===== config.mk =====
export PLATFORM = sky130hd
export DESIGN_NAME = sorted_priority_queue
export DESIGN_NICKNAME = d
export VERILOG_FILES = /design/src/hw/rtl/spq_pkg.sv /design/src/hw/rtl/spq_cell.sv /design/src/hw/rtl/spq_out_buf.sv /design/src/hw/rtl/sorted_priority_queue.sv
export SDC_FILE = /design/constraint.sdc
export NUM_CORES = 2
export LEC_CHECK = 0
export BUFFER_PORTS_ARGS = -buffer_cell sky130_fd_sc_hd__buf_2
export CORE_MARGIN = 4
export CORE_UTILIZATION = 35
export CTS_CLUSTER_DIAMETER = 150
export DETAILED_ROUTE_END_ITERATION = 16
export PLACE_DENSITY = 0.5
export SLEW_MARGIN = 20
export SYNTH_ARGS = -nofsm -noshare
export SYNTH_HDL_FRONTEND = slang
export SYNTH_SLANG_ARGS = --single-unit

===== constraint.sdc =====
create_clock -name clk -period 5.9 [get_ports clk]
set_input_delay 0.59 -clock clk [delete_from_list [all_inputs] [get_ports clk]]
set_output_delay 0.59 -clock clk [all_outputs]
set_load 0.1 [all_outputs]

===== src/hw/rtl/spq_pkg.sv =====
// Shared types, constants and helpers for the sorted priority queue.
package spq_pkg;

    localparam int CAPACITY  = 16;
    localparam int KEY_BITS  = 32;
    localparam int CNT_BITS  = $clog2(CAPACITY + 1);
    localparam int PORT_KEY_BITS = 32;
    localparam int OCC_BITS  = 5;
    localparam int TDATA_OUT_BITS = ((PORT_KEY_BITS + OCC_BITS + 7) / 8) * 8;

    localparam logic OP_PUSH = 1'b0;
    localparam logic OP_POP  = 1'b1;

    typedef logic signed [KEY_BITS-1:0] key_t;
    typedef logic [CNT_BITS-1:0] cnt_t;

    typedef enum logic [1:0] {
        ST_OK    = 2'd0,
        ST_EMPTY = 2'd1,
        ST_FULL  = 2'd2
    } status_t;

    // Broadcast to every cell in the chain.
    typedef struct packed {
        logic push;
        logic pop;
        key_t key;
    } cell_ctrl_t;

    typedef struct packed {
        logic [PORT_KEY_BITS-1:0] key_out;
        status_t                  status;
        logic [OCC_BITS-1:0]      occupancy;
    } result_t;

    // Port key to stored key: truncate or sign-extend.
    function automatic key_t to_key(logic [PORT_KEY_BITS-1:0] raw);
        return key_t'($signed(raw));
    endfunction

    // Stored key to port key: sign-extend or truncate.
    function automatic logic [PORT_KEY_BITS-1:0] from_key(key_t k);
        return PORT_KEY_BITS'(k);
    endfunction

endpackage


===== src/hw/rtl/spq_cell.sv =====
// One cell of the sorted chain: holds one key, descending order along the chain.
module spq_cell (
    input  logic                clk,
    input  spq_pkg::cell_ctrl_t ctrl,
    input  logic                occupied,
    input  spq_pkg::key_t       left_key,
    input  logic                left_keeps,
    input  spq_pkg::key_t       right_key,
    output spq_pkg::key_t       key,
    output logic                keeps
);

    spq_pkg::key_t key_reg;
    spq_pkg::key_t key_next;

    // Keep on push when stored key >= new key (new key lands behind equals).
    assign keeps = occupied && (key_reg >= ctrl.key);
    assign key   = key_reg;

    always_comb
    begin
        key_next = key_reg;
        if (ctrl.push)
        begin
            if (!keeps)
            begin
                key_next = left_keeps ? ctrl.key : left_key;
            end
        end
        else if (ctrl.pop)
        begin
            key_next = right_key;
        end
    end

    always_ff @(posedge clk)
    begin
        key_reg <= key_next;
    end

endmodule


===== src/hw/rtl/spq_out_buf.sv =====
// Two-entry output buffer: main register plus skid register.
module spq_out_buf (
    input  logic             clk,
    input  logic             rst_n,
    input  logic             in_valid,
    output logic             in_ready,
    input  spq_pkg::result_t in_data,
    output logic             out_valid,
    input  logic             out_ready,
    output spq_pkg::result_t out_data
);

    logic             main_valid_reg, main_valid_next;
    logic             skid_valid_reg, skid_valid_next;
    spq_pkg::result_t main_data_reg, main_data_next;
    spq_pkg::result_t skid_data_reg, skid_data_next;
    logic             take;

    assign in_ready  = !skid_valid_reg;
    assign out_valid = main_valid_reg;
    assign out_data  = main_data_reg;
    assign take      = main_valid_reg && out_ready;

    always_comb
    begin
        main_valid_next = main_valid_reg;
        skid_valid_next = skid_valid_reg;
        main_data_next  = main_data_reg;
        skid_data_next  = skid_data_reg;
        if (!main_valid_reg || take)
        begin
            if (skid_valid_reg)
            begin
                main_data_next  = skid_data_reg;
                main_valid_next = 1'b1;
                skid_valid_next = in_valid;
                skid_data_next  = in_data;
            end
            else
            begin
                main_data_next  = in_data;
                main_valid_next = in_valid;
            end
        end
        else if (in_valid && in_ready)
        begin
            skid_data_next  = in_data;
            skid_valid_next = 1'b1;
        end
    end

    always_ff @(posedge clk or negedge rst_n)
    begin
        if (!rst_n)
        begin
            main_valid_reg <= 1'b0;
            skid_valid_reg <= 1'b0;
        end
        else
        begin
            main_valid_reg <= main_valid_next;
            skid_valid_reg <= skid_valid_next;
        end
    end

    always_ff @(posedge clk)
    begin
        main_data_reg <= main_data_next;
        skid_data_reg <= skid_data_next;
    end

endmodule


===== src/hw/rtl/sorted_priority_queue.sv =====
// Top level of the sorted priority queue: cell chain, count and result path.
//
//  channel  dir  signals                          contents
//  s_*      in   tvalid tready tdata[31:0] tuser  key_in ; op
//  m_*      out  tvalid tready tdata[39:0] tuser  key_out, occupancy ; status
//
// One beat per cycle while s_tready is high: every push or pop is done in
// the cycle it is accepted, since every cell compares the new key and
// shifts in the same edge. The result is registered in the output buffer.
// Reset clears the key count and the output buffer; cell contents stay
// undefined until written. A two-entry output buffer keeps s_tready high
// while one result waits; s_tready drops only when both entries are full.
module sorted_priority_queue (
    input  logic        clk,
    input  logic        rst_n,
    input  logic        s_tvalid,
    output logic        s_tready,
    input  logic [31:0] s_tdata,   // [31:0] key_in
    input  logic        s_tuser,   // [0] op
    output logic        m_tvalid,
    input  logic        m_tready,
    output logic [spq_pkg::TDATA_OUT_BITS-1:0] m_tdata, // [31:0] key_out, [36:32] occupancy
    output logic [1:0]  m_tuser    // [1:0] status
);

    localparam int N = spq_pkg::CAPACITY;

    spq_pkg::cnt_t       count_reg, count_next;
    spq_pkg::cell_ctrl_t ctrl;
    spq_pkg::result_t    result;
    spq_pkg::result_t    out_data;
    spq_pkg::key_t       cell_key   [N];
    logic                cell_keeps [N];
    logic                cell_occ   [N];
    logic                s_fire;
    logic                full;
    logic                empty;

    assign s_fire = s_tvalid && s_tready;
    assign full   = (count_reg == spq_pkg::cnt_t'(N));
    assign empty  = (count_reg == '0);

    // Refused operations leave the chain alone.
    assign ctrl.push = s_fire && (s_tuser == spq_pkg::OP_PUSH) && !full;
    assign ctrl.pop  = s_fire && (s_tuser == spq_pkg::OP_POP) && !empty;
    assign ctrl.key  = spq_pkg::to_key(s_tdata);

    // Cell 0 holds the largest key; ties keep arrival order along the chain.
    for (genvar i = 0; i < N; i++)
    begin : g_cell
        spq_pkg::key_t left_key;
        spq_pkg::key_t right_key;
        logic          left_keeps;

        assign cell_occ[i] = (count_reg > spq_pkg::cnt_t'(i));

        if (i == 0)
        begin : g_head
            assign left_key   = ctrl.key;
            assign left_keeps = 1'b1;
        end
        else
        begin : g_body
            assign left_key   = cell_key[i-1];
            assign left_keeps = cell_keeps[i-1];
        end

        if (i == N - 1)
        begin : g_tail
            assign right_key = cell_key[i];
        end
        else
        begin : g_mid
            assign right_key = cell_key[i+1];
        end

        spq_cell u_cell (
            .clk        (clk),
            .ctrl       (ctrl),
            .occupied   (cell_occ[i]),
            .left_key   (left_key),
            .left_keeps (left_keeps),
            .right_key  (right_key),
            .key        (cell_key[i]),
            .keeps      (cell_keeps[i])
        );
    end

    always_comb
    begin
        count_next = count_reg;
        if (ctrl.push)
        begin
            count_next = count_reg + 1'b1;
        end
        else if (ctrl.pop)
        begin
            count_next = count_reg - 1'b1;
        end
    end

    always_ff @(posedge clk or negedge rst_n)
    begin
        if (!rst_n)
        begin
            count_reg <= '0;
        end
        else
        begin
            count_reg <= count_next;
        end
    end

    // Result for the beat accepted this cycle.
    always_comb
    begin
        result.key_out   = '0;
        result.status    = spq_pkg::ST_OK;
        result.occupancy = spq_pkg::OCC_BITS'(count_next);
        if (s_tuser == spq_pkg::OP_PUSH)
        begin
            if (full)
            begin
                result.status = spq_pkg::ST_FULL;
            end
        end
        else
        begin
            if (empty)
            begin
                result.status = spq_pkg::ST_EMPTY;
            end
            else
            begin
                result.key_out = spq_pkg::from_key(cell_key[0]);
            end
        end
    end

    spq_out_buf u_out_buf (
        .clk       (clk),
        .rst_n     (rst_n),
        .in_valid  (s_fire),
        .in_ready  (s_tready),
        .in_data   (result),
        .out_valid (m_tvalid),
        .out_ready (m_tready),
        .out_data  (out_data)
    );

    assign m_tdata = spq_pkg::TDATA_OUT_BITS'({out_data.occupancy, out_data.key_out});
    assign m_tuser = out_data.status;

    // Count never goes past the chain length.
    a_count_bound: assert property (@(posedge clk) disable iff (!rst_n)
        count_reg <= spq_pkg::cnt_t'(N))
        else $error("key count above capacity");

    // Back-pressure only when a result is held at the output.
    a_ready_stall: assert property (@(posedge clk) disable iff (!rst_n)
        !s_tready |-> m_tvalid)
        else $error("input stalled with no result pending");

    // An accepted push into a non-full chain grows the count by one.
    a_push_count: assert property (@(posedge clk) disable iff (!rst_n)
        ctrl.push |=> count_reg == $past(count_reg) + 1'b1)
        else $error("push did not grow count");

    // A successful pop drops the count by one.
    a_pop_count: assert property (@(posedge clk) disable iff (!rst_n)
        ctrl.pop |=> count_reg == $past(count_reg) - 1'b1)
        else $error("pop did not shrink count");

endmodule

# == Word-level counts from Yosys, hierarchy flattened ==
# Cells that the tools add are included.
# op_classes
n_lt_le_gt_ge,32
n_mux,75
add_sub_neg,2
bitwise,2
n_eq_ne,17
reduce_logical,48
# op_table
op,n
32-bit 2-to-1 mux,62
32-bit greater-or-equal comparator,16
39-bit 2-to-1 mux,4
5-bit by 4-bit greater-than comparator with 1-bit output (second input constant),8
2-bit AND reduction,17
2-bit != test (second input constant),15
1-bit logical AND,23
5-bit by 3-bit greater-than comparator with 1-bit output (second input constant),4
5-bit by 1-bit greater-than comparator with 1-bit output (second input constant),2
5-bit by 2-bit greater-than comparator with 1-bit output (second input constant),2
5-bit 2-to-1 mux,2
5-bit by 1-bit adder with 5-bit output (second input constant),1
5-bit == test (second input constant),1
5-bit zero test,1
1-bit 2-to-1 mux,5
5-bit by 1-bit subtractor with 5-bit output (second input constant),1
1-bit zero test,4
2-bit 2-to-1 mux,2
2-bit nonzero test,2
2-bit by 1-bit != test with 1-bit output (second input constant),1
1-bit NOT,2
1-bit logical OR,1
# word_totals
elab_cells,201
reg_bits,597
inputBits,37

# == Logic depth before layout (Yosys ltp) ==
# logic_depth
depth_word,8
mapped_depth,13
mapped_depth_nobuf,10

# == Hierarchy ==
# Synthesis repeated with hierarchy kept, for this count alone.
# hier_totals
cells_unflattened,4363
area_unflattened_um2,43568.0
# by_module_without_submodules
module,instances,seq_area_each_um2,area_per_inst_um2,cells_per_inst
spq_cell,16,960.9,2477.4,257
spq_out_buf,1,2392.3,3081.7,131
sorted_priority_queue,1,125.1,848.3,120

# == Worst setup path before layout ==
# OpenSTA, ideal clock, no wires.
# synth_timing
kind,input -> register
start,input s_tdata[9]
end,register g_cell[4].u_cell.key_reg[0] (enable)
cell_stages,11
setup_slack_ns,0.349
t_arrival_ns,5.086
required_ns,5.434
setup_time_ns,0.466
path_cell_list,clkbuf_1 -> inv_1 -> ha_1 -> a21o_1 -> a21o_1 -> a221oi_1 -> nor2_1 -> o311ai_1 -> a21oi_2 -> buf_4 -> o21ai_0
# synth_between
elab_chain_len,4
# synth_lines
item,line,rtl
start: declaration,sorted_priority_queue.sv:18,"input logic [31:0] s_tdata,"
32-bit greater-or-equal comparator,spq_cell.sv:17,assign keeps = occupied && (key_reg >= ctrl.key);
1-bit logical AND,spq_cell.sv:17,
2-bit != test (no line),-,
2-bit AND reduction (no line),-,
end signal: assignment,spq_cell.sv:38,key_reg <= key_next;
end: declaration,spq_cell.sv:13,spq_pkg::key_t key_reg;
# Every way passes these cells.
# A chain may end at the register's enable or synchronous reset.

# == Final worst setup path ==
# layout_timing
start,input s_tdata[27]
end,"register g_cell[12].u_cell.key_reg[28], data pin"
# layout_between
elab_chain_len,5
# layout_lines
item,line,rtl
32-bit greater-or-equal comparator,spq_cell.sv:17,
1-bit logical AND,spq_cell.sv:17,
32-bit 2-to-1 mux,spq_cell.sv:27,key_next = left_keeps ? ctrl.key : left_key;
32-bit 2-to-1 mux,spq_cell.sv:25,if (!keeps)
32-bit 2-to-1 mux,spq_cell.sv:23,if (ctrl.push)
named net g_cell[12].u_cell.key_next[28],spq_cell.sv:14,spq_pkg::key_t key_next;
end signal: assignment,spq_cell.sv:38,
end: declaration,spq_cell.sv:13,
# The timed path passes the listed nets, and every way through them passes these cells. The select of a mux whose other input is x is not followed.

==> impl_metrics.env <==
export IMPL_root_buffer_cell="sky130_fd_sc_hd__clkbuf_16"
export IMPL_worst_slew_pin_transition_ps=1150
export IMPL_cts_made_buffers=73
export IMPL_synth_simple_area_share=0.100
export IMPL_ctsLongestPathBuffers=3
export IMPL_portBuffers=77
export IMPL_timing_hold_worst_class="in2reg"
export IMPL_synthCells=3742
export IMPL_cts_hold_buffers_added=1
export IMPL_layout_core_utilization=0.395
export IMPL_post_synth_top_flop="sky130_fd_sc_hd__edfxtp_1"
export IMPL_yosys_area_share_adder=0.160
export IMPL_power_switching_mw=7.18
export IMPL_worst_path_max_fanout=20
export IMPL_max_cap_viol_count=0
export IMPL_timing_final_ws_setup_ps=1130
export IMPL_ir_drop_mv=0.240
export IMPL_antenna_left=0
export IMPL_rsz0062_at_grt="no"
export IMPL_detailedPlace_worstSlack_ps=388
export IMPL_first_pass_grt_wire_length_um=177000
export IMPL_global_routing_usage_summed_across_all_routing_layers=0.186
export IMPL_report_power_total_mw=18.8
export IMPL_die_w_um=347
export IMPL_compound_gate_fraction_of_synth_area=0.136
export IMPL_vias_per_cell=5.37
export IMPL_ff2ff_setup_slack_ps=1530
export IMPL_ioPinCount=81
export IMPL_period_share=0.809
export IMPL_deepest_level_of_the_cts_h_tree=3
export IMPL_synth_edff_count=590
export IMPL_yosys_register_bits=597
export IMPL_detail_route_first_pass_iterations=6
export IMPL_critPathLaunchType="input port"
export IMPL_reg2regPathDepth=10
export IMPL_cts_clk_slew_worst_paths_ps=60
export IMPL_timing_rr_start="g_cell[11].u_cell.key[31]$_DFFE_PP_"
export IMPL_floorplan_die_height_um=347
export IMPL_via_count=28800
export IMPL_share_comb_of_total_power=0.393
export IMPL_postRouteWirelength_um=115000
export IMPL_post_synth_xor_area_fraction=0.00304
export IMPL_gr_total_overflow=0
export IMPL_cts_post_setup_buffers_inserted=0
export IMPL_timing_critical_path_max_delay_family="compound AO/OA/AOI/OAI gates"
export IMPL_muxShareOfSynthArea=0.127
export IMPL_synth_yosys_warnings=0
export IMPL_setup_tns_final_ps=0
export IMPL_drt_initial_drc_count=2130
export IMPL_hold_violations=0
export IMPL_power_dens_cells_mw_per_mm2=416
export IMPL_drive_gt1_frac=0.100
export IMPL_detail_route_wl_per_cell_um=21.5
export IMPL_postSynthAreaPerCell_um2=10.8
export IMPL_gp_congestion=0.830
export IMPL_largest_reg_flops=512
export IMPL_worstReg2RegEnd="g_cell[12].u_cell.key[28]$_DFFE_PP_"
export IMPL_final_max_slew_viol_count=0
export IMPL_grt_max_degree=135
export IMPL_leakage_nw=18.9
export IMPL_grt_antenna_before_repair=4
export IMPL_floorplan_die_area_mm2=0.121
export IMPL_power_frac_clock=0.238
export IMPL_detailed_placement_wirelength_estimate_um=87000
export IMPL_floorplan_rows=124
export IMPL_commonest_cells_after_routing_fill_and_taps_aside="599 x sky130_fd_sc_hd__nand2_1, 590 x sky130_fd_sc_hd__edfxtp_1, 517 x sky130_fd_sc_hd__ha_1, 435 x sky130_fd_sc_hd__mux2i_1, 332 x sky130_fd_sc_hd__o21ai_1"
export IMPL_slew_limit_headroom=0.224
export IMPL_final_common_cell="sky130_fd_sc_hd__nand2_1"
export IMPL_number_of_cells_on_the_worst_hold_path=3
export IMPL_critPathCaptureType="flop"
export IMPL_multi_input_area_mm2=0.0215
export IMPL_finalCriticalPeriod_ps=4770
export IMPL_synth_cell_types=70
export IMPL_area_of_all_sequential_standard_cells_mm2=0.0179
export IMPL_cp_num_buf_inv=3
export IMPL_netlist_area_mm2=0.0403
export IMPL_skew_ps=17.1
export IMPL_internal_power_mw=11.6
export IMPL_initial_utilization=0.353
export IMPL_cts_sink_count=597
export IMPL_min_delay_worst_endpoint="u_out_buf.out_valid$_DFFE_PN0N_"
export IMPL_clk_latency_ps=630
export IMPL_first_global_vias=28500
export IMPL_core_mm2=0.114
export IMPL_arrival_ps=5110
export IMPL_crit_path_cell_trace="buf_2 -> inv_1 -> ha_1 -> nand4_1 -> nor4_1 -> a221oi_1 -> o211ai_1 -> o31a_1 -> a22o_2 -> buf_4 -> mux2i_1 -> o21ai_1"
export IMPL_crit_path_top_delay_cell="sky130_fd_sc_hd__nor4_1"
export IMPL_asyncSetResetFlopFracSynth=0.0117
export IMPL_critPathKind="in2reg"
export IMPL_synth_seq_area_share=0.444
export IMPL_sequentialPowerShare=0.369
export IMPL_cts_resized_gates=0
export IMPL_finish_net_count=4342
export IMPL_finalSetupViolations=0
export IMPL_area_growth_pct=11.8
export IMPL_fillCellCount=11100
export IMPL_max_clock_freq_mhz=210
export IMPL_cts_tree="done"
export IMPL_hp_start="s_tvalid"
export IMPL_outcome="finished clean"
export IMPL_drt_drc_violations_left=0
export IMPL_timing_critical_path_required_ps=6240
export IMPL_cp_slowest_stage_delay_ps=930
export IMPL_power_share_switching=0.383
export IMPL_combinational_family_with_the_most_area_after_synthesis="adder cells"
[cell usage after synthesis (all sizes together), types with 3 or more instances]
master   instances  area share
a21oi          200       0.027
nor4            14      0.0022
o211a            7      0.0017
ha             517        0.16
buf             74       0.013
mux2i          436        0.11
nor2            41      0.0040
mux2            68       0.019
a21o            78       0.015
and3             4     0.00062
o2bb2ai          3     0.00065
nand2          600       0.056
nand4           77       0.012
o31a             5      0.0011
o21ai          554       0.069
and4            29      0.0063
o311ai          15      0.0033
xor2            13      0.0028
edfxtp         590        0.44
nor2b           24      0.0037
inv             58      0.0054
o211ai          32      0.0060
nor3            12      0.0015
a31o             4     0.00087
nand2b           6     0.00093
a31oi            5     0.00078
o21a            13      0.0024
a211o            3     0.00065
a221oi          10      0.0026
clkbuf         131       0.012
nand3           33      0.0041
and2            34      0.0053
dfrtp            7      0.0043
a22o             4     0.00087
a211oi           6      0.0011
nand3b           5     0.00093
[power groups by stage]
stage | sequential [mW] | combinational [mW] | clock [mW]
after floorplan | 7.03 | 5.26 | 0
after global placement | 6.99 | 7.31 | 0
after detailed placement | 6.98 | 7.43 | 0
after CTS | 6.91 | 7.43 | 4.61
after global routing | 7.02 | 8.16 | 4.79
final | 6.92 | 7.37 | 4.47
[worst min-delay path, stage by stage]
cell and delay [ps]:
sky130_fd_sc_hd__buf_2 120, sky130_fd_sc_hd__nor2_1 50, sky130_fd_sc_hd__nand2_1 50
[metrics by stage]
stage	instances	instance area (um2)	hold WS, ps
final	5358	45100	234
after global routing	5357	45100	242
after CTS	5356	45100	191
after floorplan	3744	40300	294
after detailed placement	5223	42800	437
after global placement	5222	42700	434
[metal layers]
| layer | vias up | part of all wire | track usage | routed length [um] |
|---|---|---|---|---|
| met4 | 0 | 0.022 | 0.0463 | 2590 |
| met2 | 586 | 0.46 | 0.308 | 53500 |
| li1 | 14300 | - | - | - |
| met3 | 146 | 0.042 | 0.0256 | 4830 |
| met1 | 13800 | 0.47 | 0.258 | 54300 |
| met5 | - | 0 | 0 | 0 |
[kinds of logic after synthesis]
| family | count (synthesis) |
|---|---|
| AND/OR/NAND/NOR | 891 |
| multiplexers | 504 |
| XOR/XNOR | 14 |
| other | 1 |
| buffers and inverters | 263 |
| adder cells (fa/ha/maj) | 517 |
| AO/OA/AOI/OAI | 955 |
| flip-flops | 597 |
[worst max path at each step]
stage / startpoint / endpoint / slack [ps] / cells after the start
finish: s_tdata[27] / g_cell[12].u_cell.key[28]$_DFFE_PP_ / 1130 / 12
CTS: s_tdata[27] / g_cell[0].u_cell.key[30]$_DFFE_PP_ / 1060 / 10
detailed placement: s_tdata[27] / g_cell[0].u_cell.key[20]$_DFFE_PP_ / 390 / 10
floorplan: s_tdata[9] / g_cell[4].u_cell.key[0]$_DFFE_PP_ / 350 / 11
global route: s_tdata[27] / g_cell[12].u_cell.key[28]$_DFFE_PP_ / 1000 / 12
global placement: s_tdata[27] / g_cell[0].u_cell.key[4]$_DFFE_PP_ / 450 / 10
[layout make-up]
class | count | share of cell area
antenna | 1 | 0.0000555
clock buffer | 88 | 0.0436
clock inverter | 44 | 0.00757
sequential | 597 | 0.397
timing repair buffer | 174 | 0.0292
tap | 1512 | 0.0419
inverter | 58 | 0.00483
multi-input combinational | 2884 | 0.476
Power figures use the tool's default switching activity.
